<file path="config.mk">
export PLATFORM = sky130hd
export DESIGN_NAME = stq_ctrl
export DESIGN_NICKNAME = d
export VERILOG_FILES = /design/src/rtl/stq_pkg.sv /design/src/rtl/stq_ctrl.sv
export SDC_FILE = /design/constraint.sdc
export NUM_CORES = 1
export LEC_CHECK = 0
export BUFFER_PORTS_ARGS = -buffer_cell sky130_fd_sc_hd__buf_2
export CORE_UTILIZATION = 46
export DETAILED_ROUTE_END_ITERATION = 6
export GPL_ROUTABILITY_DRIVEN = 0
export PLACE_DENSITY = 0.79
export SETUP_SLACK_MARGIN = 0.2
export SLEW_MARGIN = 15
export SYNTH_ARGS = -nofsm -noshare
export SYNTH_HDL_FRONTEND = slang
export SYNTH_SLANG_ARGS = --single-unit
</file>
<file path="constraint.sdc">
create_clock -name clk -period 2.4 [get_ports clk]
set_clock_uncertainty 0.15 [all_clocks]
set_input_delay 0.36 -clock clk [delete_from_list [all_inputs] [get_ports clk]]
set_output_delay 0.36 -clock clk [all_outputs]
set_load 0.01 [all_outputs]
</file>
<file path="src/rtl/stq_pkg.sv">
// ----------------------------------------------------------------------------
// stq_pkg
// Shared types and constants of the sorted timer queue: action and status
// codes, time widths, timeout limits and the controller/datapath interface.
// ----------------------------------------------------------------------------
package stq_pkg;

  localparam int TIMER_SLOTS_DEF = 16;
  localparam int ID_BITS_DEF     = 16;

  localparam int NS_W  = 63;
  localparam int TMO_W = 31;

  // action codes
  localparam logic [1:0] ACT_ADD  = 2'd0;
  localparam logic [1:0] ACT_DEL  = 2'd1;
  localparam logic [1:0] ACT_EXEC = 2'd2;

  // result status codes
  typedef enum logic [1:0] {
    ST_OK        = 2'd0,
    ST_ZERO      = 2'd1,
    ST_FULL      = 2'd2,
    ST_NOT_FOUND = 2'd3
  } status_t;

  // timeout limits
  localparam logic [NS_W-1:0]  CAP_NS = NS_W'(64'd2147000000000);
  localparam logic [TMO_W-1:0] CAP_US = TMO_W'(32'd2147000000);

  // ns to us rounding: (diff + 999) / 1000 is worked as ((diff + 999) >> 3) / 125
  // by a reciprocal multiply in four partial products; dividend below 2^41
  localparam int DIV_W     = 41;
  localparam int PART_W    = 19;
  localparam int ACC_W     = 77;
  localparam int RECIP_SH  = 45;
  localparam int DIV_STEPS = 4;
  localparam int DCNT_W    = 3;
  localparam logic [DIV_W-1:0]  ROUND_NS = 41'd999;
  localparam logic [2*PART_W:0] RECIP_US = 39'd281474976711;

  // controller commands
  typedef struct packed {
    logic    load_in;
    logic    sel_q;
    logic    p_clr;
    logic    p_inc;
    logic    q_clr;
    logic    q_inc;
    logic    fires_clr;
    logic    add_wr;
    logic    ins;
    logic    del_clr;
    logic    drop;
    logic    fire;
    logic    tmo_diff;
    logic    tmo_set;
    logic    div_step;
    logic    emit_final;
    status_t code;
    logic    use_tmo;
  } cmd_t;

  // datapath status
  typedef struct packed {
    logic [1:0] act;
    logic       zero_timer;
    logic       full;
    logic       p_end;
    logic       ins_go;
    logic       del_hit;
    logic       cur_live;
    logic       not_due;
    logic       has_period;
    logic       need_div;
    logic       div_done;
    logic       out_free;
  } sts_t;

endpackage

</file>
<file path="src/rtl/stq_ctrl.sv">
// ----------------------------------------------------------------------------
// stq_ctrl
// Sequencer of the timer queue: decodes the action and steps the datapath
// through scans, inserts, firings and the timeout computation.
// ----------------------------------------------------------------------------
module stq_ctrl import stq_pkg::*; (
  input  logic clk,
  input  logic rst,
  input  logic in_valid,
  output logic in_ready,
  input  sts_t sts,
  output cmd_t cmd
);

  typedef enum logic [3:0] {
    S_IDLE, S_DISPATCH, S_RESULT, S_ADD_WR, S_INS_SCAN, S_DEL_SCAN,
    S_EX_LOOK, S_FIRE, S_TMO_A, S_TMO_B, S_DIV
  } state_t;

  state_t  state, state_next;
  status_t res_code, res_code_next;
  logic    use_tmo, use_tmo_next;

  assign in_ready = (state == S_IDLE);

  // next state and commands
  always_comb begin
    state_next    = state;
    res_code_next = res_code;
    use_tmo_next  = use_tmo;
    cmd           = '0;
    cmd.code      = res_code;
    cmd.use_tmo   = use_tmo;
    case (state)
      S_IDLE: begin
        if (in_valid) begin
          cmd.load_in = 1'b1;
          state_next  = S_DISPATCH;
        end
      end
      S_DISPATCH: begin
        res_code_next = ST_OK;
        use_tmo_next  = 1'b0;
        case (sts.act)
          ACT_ADD: begin
            if (sts.zero_timer) begin
              res_code_next = ST_ZERO;
              state_next    = S_RESULT;
            end else if (sts.full) begin
              res_code_next = ST_FULL;
              state_next    = S_RESULT;
            end else begin
              state_next = S_ADD_WR;
            end
          end
          ACT_DEL: begin
            cmd.p_clr  = 1'b1;
            state_next = S_DEL_SCAN;
          end
          ACT_EXEC: begin
            cmd.p_clr     = 1'b1;
            cmd.fires_clr = 1'b1;
            state_next    = S_EX_LOOK;
          end
          default: state_next = S_RESULT;
        endcase
      end
      S_RESULT: begin
        if (sts.out_free) begin
          cmd.emit_final = 1'b1;
          state_next     = S_IDLE;
        end
      end
      S_ADD_WR: begin
        cmd.add_wr = 1'b1;
        cmd.q_clr  = 1'b1;
        state_next = S_INS_SCAN;
      end
      // find the place after all equal or earlier entries
      S_INS_SCAN: begin
        cmd.sel_q = 1'b1;
        if (sts.ins_go) begin
          cmd.q_inc = 1'b1;
        end else begin
          cmd.ins = 1'b1;
          if (sts.act == ACT_ADD) begin
            state_next = S_RESULT;
          end else begin
            state_next = S_EX_LOOK;
          end
        end
      end
      S_DEL_SCAN: begin
        if (sts.p_end) begin
          res_code_next = ST_NOT_FOUND;
          state_next    = S_RESULT;
        end else if (sts.del_hit) begin
          cmd.del_clr = 1'b1;
          state_next  = S_RESULT;
        end else begin
          cmd.p_inc = 1'b1;
        end
      end
      // walk: drop marked entries, stop at the list end, at the first entry not due or at the fire cap
      S_EX_LOOK: begin
        if (sts.p_end) begin
          cmd.p_clr  = 1'b1;
          state_next = S_TMO_A;
        end else if (!sts.cur_live) begin
          cmd.drop = 1'b1;
        end else if (sts.not_due) begin
          cmd.p_clr  = 1'b1;
          state_next = S_TMO_A;
        end else begin
          state_next = S_FIRE;
        end
      end
      S_FIRE: begin
        if (sts.out_free) begin
          cmd.fire = 1'b1;
          if (sts.has_period) begin
            cmd.q_clr  = 1'b1;
            state_next = S_INS_SCAN;
          end else begin
            state_next = S_EX_LOOK;
          end
        end
      end
      S_TMO_A: begin
        cmd.tmo_diff = 1'b1;
        state_next   = S_TMO_B;
      end
      S_TMO_B: begin
        cmd.tmo_set  = 1'b1;
        use_tmo_next = 1'b1;
        if (sts.need_div) begin
          state_next = S_DIV;
        end else begin
          state_next = S_RESULT;
        end
      end
      S_DIV: begin
        if (sts.div_done) begin
          state_next = S_RESULT;
        end else begin
          cmd.div_step = 1'b1;
        end
      end
      default: state_next = S_IDLE;
    endcase
  end

  // state and registered outputs
  always_ff @(posedge clk) begin
    if (rst) begin
      state    <= S_IDLE;
      res_code <= ST_OK;
      use_tmo  <= 1'b0;
    end else begin
      state    <= state_next;
      res_code <= res_code_next;
      use_tmo  <= use_tmo_next;
    end
  end

endmodule

</file>
==> results summary <==
The measured slew at the worst slew-check pin came out at 374 ps. The placeable core area is 1540 um^2. The internal cell power is 0.486 mW. The max-cap violation count is 0. The die extent in x is 43.2 um. The number of remaining DRC errors is 0. The final hold slack is 232 ps. The final cycle utilization of the critical path came out at 86.3%.

The synthesized net count is 126. The post-synthesis sequential element count came out at 7. The share of synthesized flip-flops with an asynchronous set or reset came out at 0%.

Of the post-synthesis cell area, the dominant cell type holds 18.0%. The combinational fraction of design power is 61.6%. For this run, the number of Yosys warnings is 0. The critical path class is reg -> out. In this run the power spent charging and discharging nets is 0.396 mW. The launch instance of the worst register-to-register path is state[3]$_SDFFE_PP0P_. The run finished with clean final reports. The CTS clock-pin slew for the worst setup and hold paths is 50 ps. The least setup slack across all paths after layout is 328 ps. The die covers 1860 um^2. In this run, flip-flops and latches consume 26.3% of the power.

The clock latency on the worst-skew pair is 250 ps. The largest stage delay on the critical path is 510 ps. The via count of the first global-routing pass was 803.

The count of clock tree sinks came out at 7. The final net count is 160. After clock tree synthesis, the setup repair step added 0 buffers. The finished layout holds 156 standard cells, fillers aside. The maximum number of buffers from clock root to sink is 2. The count of mapped cells out of synthesis came out at 107. The root buffer cell chosen for the clock tree is clkbuf_4. The count of vias placed by the detailed router came out at 910.

The proportion of power drawn by the clock network came out at 12.1%. The worst-path cell with the longest stage delay is dfxtp_1. At the placement stage, the worst setup path has a slack of 370 ps. The count of hold buffers inserted by post-cts repair came out at 0.

The buffering stage count on the worst path with inverters included is 2. 0 antenna diodes ended up in the layout. The initial utilization of the core area, before any placement, comes to 50.6%. The critical path starts at state[3]$_SDFFE_PP0P_.

The first-iteration detailed-routing DRC count came out at 21. Setup repair after global routing left no endpoint under its margin. Based on the critical path, the design can be clocked at up to 0.483 GHz.

The largest net degree at the start of global routing is 14. The reported leakage power came out at 0.475 nW. The half-perimeter wire length of the detailed placement result came out at 1580 um.

The class of the most critical hold timing path is in -> reg. The worst setup path is launched from a flip-flop. The number of buffers added on ports came out at 35.

In the synthesized netlist the dominant register cell turns out to be dfxtp_1. The signal on the critical path passes through buf_4 > or2b_1 > nor2_1 > buf_2. The global-route usage over all layers came out at 23.5%. The largest total area in the synthesized netlist belongs to dfxtp_1. The kind of cell with the highest combined delay along the critical path is flip-flops. The post-synth design cell area came out at 779 um^2. By area the synthesized netlist is led by dfxtp_1 18%, nor2_1 5.3%, ha_1 4.8%. The proportion of layout cells with a drive suffix above 1 came out at 40.7%. Data on the critical path arrives at its endpoint at 1560 ps. The synthesized area divided by synthesized cell count came out at 7.29 um^2. The total iterations of the first detailed-routing run came out at 4. The first-pass GRT wire length is 3430 um. The maximum resistive drop on vdd is 462 uV. The number of ports placed on the die boundary came out at 36. The number of endpoints failing setup at the final stage came out at 0. The layout-stage area growth over the synthesis result is 25.8%. Once detail routing completed, the nets flagged for antenna violations numbered 0. The sequential fraction of the synthesis area is 18.0%. The H-tree depth came out at 1.

The routed via count divided by cell count is 5.83. The required time at the worst-slack endpoint came out at 1890 ps. The count of unique library cells instantiated by Yosys came out at 43.

The average wire per cell in the routed design is 12.8 um. STA classifies the critical path endpoint as an output pin. The overall power came out at 0.882 mW. The count of flip-flops with a built-in enable after synthesis is 0. The cell area power density is 899 nW/um^2.

The remaining global-route overflow came out at 0. Subtracting the final worst setup slack from the clock period gives 2070 ps. The worst hold path begins at rst. The final wirelength came out at 2000 um. The number of antenna violations at the first check in global routing was 0.

The tightest slew margin relative to the limit is 75.0%. The setup TNS after final layout is 0 ps. Measured along the y axis, the die boundary spans 43.2 um. The total of fill cells in the finished design came out at 147.

Gates resized during post-CTS repair numbered 0. The clock buffer count from CTS is 3. The switching fraction of total power came out at 44.9%. The clock tree from TritonCTS is yes. The hold violation total from the final report came to 0.

The number of pins with negative max-slew slack in the final report is 0. The number of rows created at floorplan is 14. The number of placed instances with taps included is 152. The largest driver fanout on the critical path came out at 10.
## per-stage QoR
stage,instance area (um^2),utilization [%]
3_3_place_gp,946,61.4
3_5_place_dp,946,61.4
6_report,981,63.6
5_1_grt,981,63.6
2_1_floorplan,779,-
4_1_cts,972,63.1
## sequential cells by signal (all words and copies together) (netlist names)
name and count:
use_tmo 1, state 4, res_code 2
## metal layers
metal	vias to the layer above	global-route usage, %	wire [um]
met5	-	0	0
met4	0	4.24	11
met3	2	5.96	100
met2	31	41.2	1020
met1	425	28.8	867
li1	452	-	-
## cells by family (layout without fill, tap and decap cells)
| logic type | count (synthesis) | after routing | synth area share, % |
|---|---|---|---|
| flops | 7 | 7 | 18.0 |
| mux | 1 | 1 | 1.28 |
| simple gates | 49 | 49 | 37.1 |
| compound gates | 27 | 27 | 26.0 |
| fa+ha+maj | 3 | 3 | 4.82 |
| buf+inv | 20 | 53 | 12.8 |
## cell usage in the layout, fill, tap and decap left out, types with 4 or more instances in the layout
cell type | Yosys | layout
buf_2 | 2 | 35
nand2_1 | 9 | 9
nor2_1 | 11 | 11
buf_4 | 2 | 5
dfxtp_1 | 7 | 4
or2_2 | 4 | 4
inv_1 | 9 | 9
a21oi_1 | 6 | 6
o21ai_0 | 4 | 4
## worst paths after layout
check,endpoint,slack (ps),cells after the start
max,cmd[5],330,4
min,state[0]$_SDFFE_PP0P_,230,2
max reg2reg,state[1]$_SDFFE_PP0P_,520,4
min reg2reg,res_code[0]$_SDFFE_PP0P_,320,2
## power groups by stage
stage	logic (mW)	registers (mW)	clock network [mW]
floorplan	0.422	0.175	0
global placement	0.523	0.226	0
detailed placement	0.537	0.226	0
CTS	0.538	0.224	0.110
global route	0.599	0.241	0.114
finish	0.543	0.232	0.107
## worst register-to-register path: stages, from the launching register on
cell     delay (ps)
dfxtp_1         400
or4_4           580
o22a_4          220
and3_4          180
a31o_2          230
## layout make-up
type | instances | area (um^2) | share of cell area (%)
multi-input combinational | 80 | 544 | 55.5
timing repair buffer | 40 | 213 | 21.7
sequential | 7 | 144 | 14.7
inverter | 9 | 33.8 | 3.44
clock buffer | 4 | 26.3 | 2.68
tap | 16 | 20.0 | 2.04
## synth_stat cells, types with 2 or more instances
cell      instances
a21oi_1           6
a31oi_1           2
nor4b_1           2
buf_6             2
nor4bb_1          2
clkbuf_1          4
buf_2             2
ha_1              3
a221oi_1          3
buf_4             2
nor2_1           11
nor2b_1           3
nand2_1           9
inv_1             9
o21ai_0           4
dfxtp_1           7
o32ai_1           2
or2_2             4
and2_1            3
a211oi_1          2
nor3_1            3
(Power assumes the default switching activity.)
